<file path="config.mk">
export PLATFORM = sky130hd
export DESIGN_NAME = wfms_ctrl
export DESIGN_NICKNAME = d
export VERILOG_FILES = /design/src/rtl/wfms_pkg.sv /design/src/rtl/wfms_ctrl.sv
export SDC_FILE = /design/constraint.sdc
export NUM_CORES = 1
export LEC_CHECK = 0
export BUFFER_PORTS_ARGS = -buffer_cell sky130_fd_sc_hd__buf_4
export CAP_MARGIN = 10
export CORE_MARGIN = 3
export CORE_UTILIZATION = 55
export CTS_BUF_LIST = sky130_fd_sc_hd__clkbuf_8
export DETAILED_ROUTE_END_ITERATION = 6
export PLACE_DENSITY = 0.8
export SYNTH_ARGS = -nofsm -noshare
export SYNTH_HDL_FRONTEND = slang
export SYNTH_SLANG_ARGS = --single-unit
</file>
<file path="constraint.sdc">
create_clock -name clk -period 3.27 [get_ports clk]
set_clock_uncertainty 0.05 [all_clocks]
set_input_delay 0.1635 -clock clk [delete_from_list [all_inputs] [get_ports clk]]
set_output_delay 0.1635 -clock clk [all_outputs]
set_load 0.01 [all_outputs]
</file>
<file path="src/rtl/wfms_pkg.sv">
package wfms_pkg;

	localparam int SAMPLE_W        = 16;
	localparam int IDX_W           = 6;
	localparam int VALUE_W         = 45;
	localparam int WSL_W           = 3;
	localparam int HOP_W           = 8;
	localparam int CFG_IDX_W       = 2;
	localparam int CFG_DATA_W      = 8;
	localparam int MAX_POINTS_DEF  = 128;
	localparam int COEF_BITS_DEF   = 16;
	localparam int COEF_MAX_W      = 25;
	localparam int WIN_TAB_DEPTH   = 256;
	localparam int TW_TAB_DEPTH    = 64;
	localparam int ROOT_TOP_BIT    = 44;
	localparam logic [VALUE_W-1:0] VALUE_MAX = {VALUE_W{1'b1}};

	localparam logic [WSL_W-1:0] WSL_RESET = 3'd7;
	localparam logic [HOP_W-1:0] HOP_RESET = 8'd64;

	localparam logic [CFG_IDX_W-1:0] REG_WINDOW_SIZE_LOG2 = 2'd0;
	localparam logic [CFG_IDX_W-1:0] REG_HOP_LENGTH       = 2'd1;
	localparam logic [CFG_IDX_W-1:0] REG_SQUARE_MODE      = 2'd2;

	localparam longint Q30_ONE     = 64'sd1073741824;
	localparam logic [63:0] PI_HALF_Q30 = 64'd1686629713;

	typedef logic signed [COEF_MAX_W-1:0] coef_t;
	typedef coef_t win_tab_t [WIN_TAB_DEPTH];
	typedef coef_t tw_tab_t [TW_TAB_DEPTH];

	typedef struct packed {
		longint c;
		longint s;
	} trig_t;

	typedef enum logic [3:0] {
		ST_IDLE,
		ST_LOAD,
		ST_DRAIN1,
		ST_DRAIN2,
		ST_BF_RD,
		ST_BF_MUL,
		ST_BF_WRU,
		ST_BF_WRT,
		ST_MAG_RD,
		ST_MAG_SQ,
		ST_MAG_SUM,
		ST_MAG_ROOT,
		ST_MAG_OUT
	} ctrl_state_t;

	typedef struct packed {
		logic hist_wr;
		logic load_issue;
		logic bf_rd;
		logic bf_mul;
		logic bf_wru;
		logic bf_wrt;
		logic mag_rd;
		logic mag_sq;
		logic mag_sum;
		logic root_step;
		logic out_load;
		logic last;
	} dp_cmd_t;

	typedef struct packed {
		logic root_last;
		logic out_free;
	} dp_stat_t;

	// largest L with 2^L within the history depth, at least 2 and at most 7
	function automatic int lmax_of(input int max_points);
		int l;
		int t;
		l = 2;
		for (t = 2; t < 7; t++) begin
			if ((2 << l) <= max_points)
				l = l + 1;
		end
		return l;
	endfunction

	// shift-subtract division, evaluated on constants only
	function automatic logic [63:0] udiv(input logic [63:0] a, input logic [63:0] b);
		logic [63:0] q;
		logic [63:0] r;
		int i;
		q = '0;
		r = '0;
		for (i = 63; i >= 0; i--) begin
			r = {r[62:0], a[i]};
			if (r >= b) begin
				r = r - b;
				q[i] = 1'b1;
			end
		end
		return q;
	endfunction

	function automatic longint series_q30(input logic [63:0] t0, input int n0,
		input logic [63:0] x2);
		longint acc;
		logic [63:0] term;
		logic [63:0] nn;
		int k;
		acc = longint'(t0);
		term = t0;
		nn = 64'(n0);
		for (k = 0; k < 14; k++) begin
			term = udiv((term * x2) >> 30, (nn + 64'd1) * (nn + 64'd2));
			nn = nn + 64'd2;
			if (k[0])
				acc = acc + longint'(term);
			else
				acc = acc - longint'(term);
		end
		if (acc < 0)
			acc = 0;
		if (acc > Q30_ONE)
			acc = Q30_ONE;
		return acc;
	endfunction

	function automatic trig_t trig_q30(input logic [63:0] a, input logic [63:0] b);
		logic [63:0] q;
		logic [63:0] r;
		logic [63:0] th;
		logic [63:0] x2;
		longint c0;
		longint s0;
		trig_t res;
		q = udiv(64'd4 * a, b);
		r = 64'd4 * a - q * b;
		th = udiv(PI_HALF_Q30 * r, b);
		x2 = (th * th) >> 30;
		c0 = series_q30(64'(Q30_ONE), 0, x2);
		s0 = series_q30(th, 1, x2);
		case (q[1:0])
			2'd0: begin
				res.c = c0;
				res.s = s0;
			end
			2'd1: begin
				res.c = -s0;
				res.s = c0;
			end
			2'd2: begin
				res.c = -c0;
				res.s = -s0;
			end
			default: begin
				res.c = s0;
				res.s = -c0;
			end
		endcase
		return res;
	endfunction

	// round half up of v / 2^sh
	function automatic longint round_shr(input longint v, input int sh);
		logic [63:0] u;
		u = 64'(v + (longint'(1) << 31)) + (64'd1 << (sh - 1));
		return longint'(u >> sh) - longint'((64'd1 << 31) >> sh);
	endfunction

	// Hann windows for every L, packed back to back from offset 2^L - 4
	function automatic win_tab_t build_win(input int lmax, input int coef_bits);
		win_tab_t tab;
		int l;
		int i;
		int len;
		logic [63:0] a;
		trig_t tr;
		for (i = 0; i < WIN_TAB_DEPTH; i++)
			tab[i] = '0;
		for (l = 2; l <= lmax; l++) begin
			len = 1 << l;
			for (i = 0; i < len; i++) begin
				a = (i == len - 1) ? 64'd0 : 64'(i);
				tr = trig_q30(a, 64'(len - 1));
				tab[len - 4 + i] = coef_t'(round_shr(Q30_ONE - tr.c, 31 - (coef_bits - 1)));
			end
		end
		return tab;
	endfunction

	function automatic tw_tab_t build_twid(input int lmax, input int coef_bits,
		input logic want_im);
		tw_tab_t tab;
		int i;
		int n;
		trig_t tr;
		n = 1 << lmax;
		for (i = 0; i < TW_TAB_DEPTH; i++)
			tab[i] = '0;
		for (i = 0; i < n / 2; i++) begin
			tr = trig_q30(64'(i), 64'(n));
			if (want_im)
				tab[i] = coef_t'(round_shr(-tr.s, 30 - (coef_bits - 1)));
			else
				tab[i] = coef_t'(round_shr(tr.c, 30 - (coef_bits - 1)));
		end
		return tab;
	endfunction

endpackage

</file>
<file path="src/rtl/wfms_ctrl.sv">
module wfms_ctrl import wfms_pkg::*; #(
	parameter int MAX_POINTS = MAX_POINTS_DEF,
	localparam int LMAX = lmax_of(MAX_POINTS),
	localparam int CNT_W = LMAX + 1
) (
	input  logic             clk,
	input  logic             arst_n,
	input  logic             sample_valid,
	output logic             sample_stall,
	input  logic [WSL_W-1:0] window_size_log2,
	input  logic [HOP_W-1:0] hop_length,
	input  logic             square_mode,
	output dp_cmd_t          cmd,
	input  dp_stat_t         stat,
	output logic [WSL_W-1:0] l_sel,
	output logic [WSL_W-1:0] stage,
	output logic [CNT_W-1:0] cnt
);

	localparam logic [CNT_W-1:0] NMAX = CNT_W'(1 << LMAX);

	ctrl_state_t      state_q, state_d;
	logic [CNT_W-1:0] cnt_q, cnt_d;
	logic [CNT_W-1:0] filled_q, filled_d;
	logic [HOP_W-1:0] hop_q, hop_d;
	logic [WSL_W-1:0] l_q, l_d;
	logic [WSL_W-1:0] stage_q, stage_d;

	logic [WSL_W-1:0] l_eff;
	logic [HOP_W-1:0] hop_eff;
	logic [HOP_W-1:0] hop_inc;
	logic [CNT_W-1:0] n_eff;
	logic [CNT_W-1:0] n_frame;
	logic [CNT_W-1:0] half_frame;
	logic [CNT_W-1:0] filled_inc;

	always_ff @(posedge clk or negedge arst_n) begin
		if (!arst_n) begin
			state_q  <= ST_IDLE;
			cnt_q    <= '0;
			filled_q <= '0;
			hop_q    <= '0;
			l_q      <= 3'd2;
			stage_q  <= 3'd1;
		end else begin
			state_q  <= state_d;
			cnt_q    <= cnt_d;
			filled_q <= filled_d;
			hop_q    <= hop_d;
			l_q      <= l_d;
			stage_q  <= stage_d;
		end
	end

	always_comb begin
		if (window_size_log2 < 3'd2)
			l_eff = 3'd2;
		else if (window_size_log2 > 3'(LMAX))
			l_eff = 3'(LMAX);
		else
			l_eff = window_size_log2;
		hop_eff    = (hop_length == '0) ? 8'd1 : hop_length;
		hop_inc    = hop_q + 8'd1;
		n_eff      = CNT_W'(1) << l_eff;
		n_frame    = CNT_W'(1) << l_q;
		half_frame = n_frame >> 1;
		filled_inc = (filled_q < NMAX) ? filled_q + CNT_W'(1) : filled_q;

		state_d  = state_q;
		cnt_d    = cnt_q;
		filled_d = filled_q;
		hop_d    = hop_q;
		l_d      = l_q;
		stage_d  = stage_q;
		cmd      = '0;
		cmd.last = (cnt_q == half_frame - CNT_W'(1));

		case (state_q)
			ST_IDLE: begin
				if (sample_valid) begin
					cmd.hist_wr = 1'b1;
					filled_d = filled_inc;
					if (filled_inc >= n_eff) begin
						if (filled_q < n_eff) begin
							hop_d   = '0;
							l_d     = l_eff;
							cnt_d   = '0;
							state_d = ST_LOAD;
						end else if (hop_inc >= hop_eff) begin
							hop_d   = '0;
							l_d     = l_eff;
							cnt_d   = '0;
							state_d = ST_LOAD;
						end else begin
							hop_d = hop_inc;
						end
					end
				end
			end
			ST_LOAD: begin
				cmd.load_issue = 1'b1;
				if (cnt_q == n_frame - CNT_W'(1)) begin
					cnt_d   = '0;
					state_d = ST_DRAIN1;
				end else begin
					cnt_d = cnt_q + CNT_W'(1);
				end
			end
			ST_DRAIN1: state_d = ST_DRAIN2;
			ST_DRAIN2: begin
				stage_d = 3'd1;
				cnt_d   = '0;
				state_d = ST_BF_RD;
			end
			ST_BF_RD: begin
				cmd.bf_rd = 1'b1;
				state_d = ST_BF_MUL;
			end
			ST_BF_MUL: begin
				cmd.bf_mul = 1'b1;
				state_d = ST_BF_WRU;
			end
			ST_BF_WRU: begin
				cmd.bf_wru = 1'b1;
				state_d = ST_BF_WRT;
			end
			ST_BF_WRT: begin
				cmd.bf_wrt = 1'b1;
				if (cnt_q == half_frame - CNT_W'(1)) begin
					cnt_d = '0;
					if (stage_q == l_q) begin
						state_d = ST_MAG_RD;
					end else begin
						stage_d = stage_q + 3'd1;
						state_d = ST_BF_RD;
					end
				end else begin
					cnt_d   = cnt_q + CNT_W'(1);
					state_d = ST_BF_RD;
				end
			end
			ST_MAG_RD: begin
				cmd.mag_rd = 1'b1;
				state_d = ST_MAG_SQ;
			end
			ST_MAG_SQ: begin
				cmd.mag_sq = 1'b1;
				state_d = ST_MAG_SUM;
			end
			ST_MAG_SUM: begin
				cmd.mag_sum = 1'b1;
				state_d = square_mode ? ST_MAG_OUT : ST_MAG_ROOT;
			end
			ST_MAG_ROOT: begin
				cmd.root_step = 1'b1;
				if (stat.root_last)
					state_d = ST_MAG_OUT;
			end
			ST_MAG_OUT: begin
				if (stat.out_free) begin
					cmd.out_load = 1'b1;
					if (cmd.last) begin
						cnt_d   = '0;
						state_d = ST_IDLE;
					end else begin
						cnt_d   = cnt_q + CNT_W'(1);
						state_d = ST_MAG_RD;
					end
				end
			end
			default: state_d = ST_IDLE;
		endcase
	end

	assign sample_stall = (state_q != ST_IDLE);
	assign l_sel = l_q;
	assign stage = stage_q;
	assign cnt   = cnt_q;

endmodule

</file>
# Word-level counts from Yosys, hierarchy flattened
# Index checks and enable logic that the tools add are counted.
# classes
addsub,6
n_mul,0
div,0
order_cmp,6
eq_ne,23
shifts,2
muxes,44
n_bitwise,0
n_reduce_logical,12
# ops
operator,count
8-bit two-way mux,11
4-bit one-hot mux with 13 select lines,1
4-bit two-way mux,10
8-bit one-hot mux with 5 select lines,1
8-bit by 1-bit adder with 8-bit output (second input constant),3
3-bit two-way mux,7
4-bit == test (second input constant),5
4-bit by 3-bit == test with 1-bit output (second input constant),4
8-bit == test,2
8-bit >= comparator,2
1-bit by 3-bit left shift with 8-bit output (first input constant),2
2-bit != test (second input constant),7
1-bit two-way mux,13
4-bit by 2-bit == test with 1-bit output (second input constant),2
8-bit logical NOT,1
8-bit less-than comparator,1
8-bit less-than comparator (second input constant),1
7-bit by 1-bit subtractor with 8-bit output (second input constant),1
8-bit by 1-bit subtractor with 8-bit output (second input constant),1
3-bit one-hot mux with 2 select lines,1
3-bit AND reduction,2
6-bit AND reduction,1
5-bit AND reduction,1
5-bit nonzero test,1
11 further kinds,12
# totals
register_bits,34
latch_bits,0
mem_bits_rw,0
rom_bits,0
in_bits,17
mem_count,0

# Logic depth before layout (Yosys ltp)
# logic_depth
ltp_word,9
depth_mapped,13
mapped_depth_nobuf,12

# Least setup slack after synthesis
# Ideal clock, no wire load.
# synth_timing
kind,reg-to-reg
startpoint,reg filled_q[0]
endpoint,"reg cnt_q[4], in the netlist cnt[4]"
setup_time_ns,0.083
t_arrival_ns,2.912
slack_ns,0.225
stages_incl_launch_ff,13
n_path_buf,0
synth_period_minus_slack_ns,3.045
path_cell_list,dfrtp_1 ha_1 nor2b_1 nand3_1 xnor2_1 ha_1 a21oi_1 nor2b_1 a2111oi_0 a21oi_1 a41oi_1 o21ai_0 o22ai_1
# synth_via
elab_chain_len,5
# synth_rtl
element,line_no,rtl
"start, declared",wfms_ctrl.sv:24,"logic [CNT_W-1:0] filled_q, filled_d;"
"start signal, assigned",wfms_ctrl.sv:48,filled_q <= filled_d;
8-bit by 1-bit adder with 8-bit output or 8-bit less-than comparator (tied branches),wfms_ctrl.sv:67,filled_inc = (filled_q < NMAX) ? filled_q + CNT_W'(1) : filled_q;
8-bit two-way mux (*),wfms_ctrl.sv:67,
named net filled_inc[4],wfms_ctrl.sv:35,logic [CNT_W-1:0] filled_inc;
8-bit >= comparator (*),wfms_ctrl.sv:83,if (filled_inc >= n_eff) begin
2-bit != test (no line) (*),-,
5-bit AND reduction (no line) (*),-,
"end signal, assigned",wfms_ctrl.sv:47,cnt_q <= cnt_d;
"end, declared",wfms_ctrl.sv:23,"logic [CNT_W-1:0] cnt_q, cnt_d;"
# The timed path passes the listed nets; every way through them passes the cells marked *. The select of a mux whose other input is x is not followed.
# A chain may end at the register's enable or synchronous reset.

# Worst setup path in the final report
# layout_timing
startpoint,"reg l_q[1], in the netlist l_sel[1]"
endpoint,"reg cnt_q[3], in the netlist cnt[3]"
# layout_via
elab_chain_len,6
# layout_rtl
element,line_no,rtl
"start, declared",wfms_ctrl.sv:26,"logic [WSL_W-1:0] l_q, l_d;"
"start signal, assigned",wfms_ctrl.sv:50,l_q <= l_d;
1-bit by 3-bit left shift with 8-bit output (*),wfms_ctrl.sv:65,n_frame = CNT_W'(1) << l_q;
7-bit by 1-bit subtractor with 8-bit output,"wfms_ctrl.sv:76, wfms_ctrl.sv:129",
8-bit == test,"wfms_ctrl.sv:76, wfms_ctrl.sv:129",
8-bit two-way mux,"wfms_ctrl.sv:129, wfms_ctrl.sv:162",
8-bit two-way mux,wfms_ctrl.sv:160,if (stat.out_free) begin
8-bit one-hot mux with 5 select lines (*),wfms_ctrl.sv:78,case (state_q)
# Mark *: on every way between the ends. The rest lies on a longest branch, timed or not. The select of a mux whose other input is x is not followed.

==> results.md <==
* Initial DRC count at about 250
* Post-synth EDFFs at 0
* Switching share of power at roughly 48%
* Util after Layout at between 60% and 70%
* Vias in the first global route at between 2000 and 3000
* Endpoints failing hold at 0
* Reg-to-Reg Start: l_sel[1]
* Post-Synthesis Cells at roughly 400
* Worst hold path class: in2reg
* Critical Path AT at about 3300 ps
* Yosys reg bits at 34
* CP top delay family: compound AO/OA/AOI/OAI gates
* Initial cell density of the core at 58.55%
* Reg-to-Reg End: cnt[3]
* Synth warn at 0
* GRT Util Overall at approximately 22%
* Final min period at around 3100 ps
* CTS tree: yes
* Buf/Inv on CP at 3
* Antenna violations before repair at 0
* Endpoints failing setup at 0
* Post-synth ARST share at 100.0%
* Cell Chain, Critical Path: buf_4 -> nor3_2 -> inv_1 -> ha_1 -> nor2b_1 -> mux2_2 -> a31oi_1 -> a21oi_2 -> a311oi_4 -> buf_4 -> nor3_2 -> o22ai_1
* Top cell type by total area after synthesis: dfrtp_1
* Gate power share at around two thirds
* Synth top cells by count: 38 x nand2_1, 34 x nor2_1, 32 x dfrtp_1
* Sw Pwr at around 1400 uW
* Seq pwr share at 23.5%
* Clk Latency, worst-skew pair at about 290 ps
* Slowest cell on crit path: a311oi_4
* Vias post-DR at roughly 3000
* Die W at 83.50 um
* Worst endpoint required time at approximately 3400 ps
* Top-count cell post-synth: nand2_1
* Crit. End Element: register
* Avg Cell Area, Syn at roughly 8.3 um2
* Mean routed wirelength per cell at about 15 um
* Final Max Slew Viols at 0
* Fmax at between 300 and 400 MHz
* Synth Flop Type: dfrtp_1
* Leakage Power at 0.001786 uW
* Period utilization at between 90% and 100%
* DIE AREA at about 0.0070 mm2
* Status: finished, final reports clean
* Rel. slew slack at approximately three fifths
* Clk pwr share at 10.4%
* Worst Hold Launch: stat[1]
* Hpwl dp at around 5.8 mm
* Port Buffers at 43
* Root Buffer: clkbuf_8
* Core Region at approximately 0.0056 mm2
* Pwr/cell area at a little under 800 mW/mm2
* Flop-to-flop setup slack at roughly 150 ps
* Pin count of the biggest net entering global routing at 35
* Synth unique cells at 68
* Internal power at between 1500 and 2000 uW
* Clock Sinks at 34
* WHS Endpoint: state_q[1]
* WS Path Type: reg2reg
* Seq/Total Area, Yosys at 25.83%
* Die height at 83.50 um
* Placed cell count at 500
* Synthesized cell area at ~0.0033 mm2
* Top cell type's share of synthesized area at between 20% and 30%
* TritonRoute pass-1 iters at 5
* Remaining routing DRC violations at 0
* Post-route ant nets at 0
* Congestion Overflow GR at 0
* Share of post-route cells with drive strength above 1 at 20.96%
* Fill cells at between 400 and 500
* First-pass GRT wire length at around 13 mm
* Worst R2R Path Depth at 12
* CTS H-tree depth at 2
* Row cnt at 27
* CTS Buf Count at 5
* Hold path cells at 2
* Inserted Diodes at 0
* Maximum VDD drop at approximately 440 uV
* Startpoint Class: register
* I/O pin count at between 40 and 50
* Post-route insts no fill at ~510
* Worst-Margin Slew at slightly below 600 ps
* Total routed wirelength at roughly 7.6 mm
* CTS Buffer Depth at 2
* GPL Wtd Cong at 0.8861
* Layout net count at 486
* Maxcap violations at 0
* Vias per cell at around 5.9
* Area growth, synth to finish at 15.19%
* Overall Power at just under 3000 uW
* Largest stage delay, worst path at ~540 ps
* Synth area leaders: dfrtp_1 24%, ha_1 11%, xor2_1 4.8%
* Clk slew on worst S/H paths at around 70 ps
* Worst-path maximum fanout at 17
[power by group through the flow]
stage               sequential, uW  clock (uW)  combinational (uW)
CTS                            694         316                1910
detailed placement             701           0                1910
finish                         700         311                1970
global route                   722         337                2190
global placement               693           0                1850
floorplan                      625           0                1480
[area by class of cell]
cell class,instances,area [um2],share of cell area [%]
multi-input cells,322,2283,60.01
well taps,72,90.09,2.368
repair buffers,54,407.9,10.72
clock inverters,1,3.754,0.09865
flip-flops and latches,34,854.6,22.46
clock buffers,6,82.58,2.170
inverters,22,82.58,2.170
[kinds of logic (layout without fill, tap and decap cells)]
group	count (synthesis)	in the layout	synth area share (%)
simple gates	154	154	24.43
compound gates	94	94	21.21
buf+inv	42	83	5.681
xor+xnor	35	35	9.280
flops	34	34	25.83
fa+ha+maj	30	30	11.36
mux	6	6	1.970
other cells	2	3	0.2274
[layout by cell type, fill, tap and decap left out, types with 4 or more instances in the layout]
cell type  Yosys  layout
a21oi_1       12      11
a22o_1         6       6
a31oi_1        4       4
and3_1         8       8
buf_4          3      53
clkbuf_8       0       6
dfrtp_1       32      31
ha_1          30      29
inv_1         20      21
mux2_2         4       4
nand2_1       38      38
nand2b_1      10      10
nand3_1       16      16
nand3b_1       4       4
nor2_1        34      34
nor2b_1        9       9
nor3_1         8       8
o211ai_1       7       7
o21ai_0       21      21
o22ai_1        8       8
or2_2          7       7
xnor2_1       17      17
xor2_1        18      18
[worst max path at each step]
| stage | startpoint | endpoint | slack, ps | cells past startpoint |
|---|---|---|---|---|
| 2_1_floorplan | filled_q[0] | cnt[4] | 230 | 12 |
| 3_3_place_gp | hop_q[0] | cnt[4] | 140 | 13 |
| 3_5_place_dp | l_sel[1] | cnt[7] | 40 | 10 |
| 4_1_cts | l_sel[1] | cnt[7] | 10 | 10 |
| 5_1_grt | l_sel[1] | cnt[3] | -40 | 12 |
| 6_report | l_sel[1] | cnt[3] | 150 | 12 |
[routing by layer]
metal	GRT usage (%)	vias to the layer above	part of all wire, %
li1	-	1501	-
met1	28.54	1427	44
met2	38.56	81	50
met3	3.554	7	4.9
met4	5.848	0	0.93
met5	0	-	0
[timing repair]
| action | 4_1_cts | 5_1_grt |
|---|---|---|
| buffers inserted | 0 | 3 |
| resized for setup | 0 | 6 |
| endpoints found under the setup margin | 0 | 13 |
| hold buffers | 1 | 0 |
| endpoints found under the hold margin | 32 | 0 |
[state kept, by name, summed over array words and instances, names as in the netlist]
signal / count
hop_q: 8
stage: 3
state_q: 4
cnt: 8
filled_q: 8
l_sel: 3
[worst reg2reg max path: stages, from the launching register on]
cell	delay [ps]
dfstp_2	400
buf_4	210
nor3_2	310
inv_1	90
ha_1	270
nor2b_1	200
mux2_2	270
a31oi_1	190
a21oi_2	100
a311oi_4	540
buf_4	210
nor3_2	50
o22ai_1	150
[per-stage QoR]
step	instance area [um2]	setup WS [ps]	setup TNS (ps)	hold WS [ps]
floorplan	3307	225.5	0	-182.1
global placement	3667	140.7	0	89.78
detailed placement	3667	43.27	0	91.82
CTS	3764	12.07	0	32.77
global route	3805	-39.95	-175.8	53.30
finish	3805	147.1	0	41.32
Power figures use the tool's default switching activity.
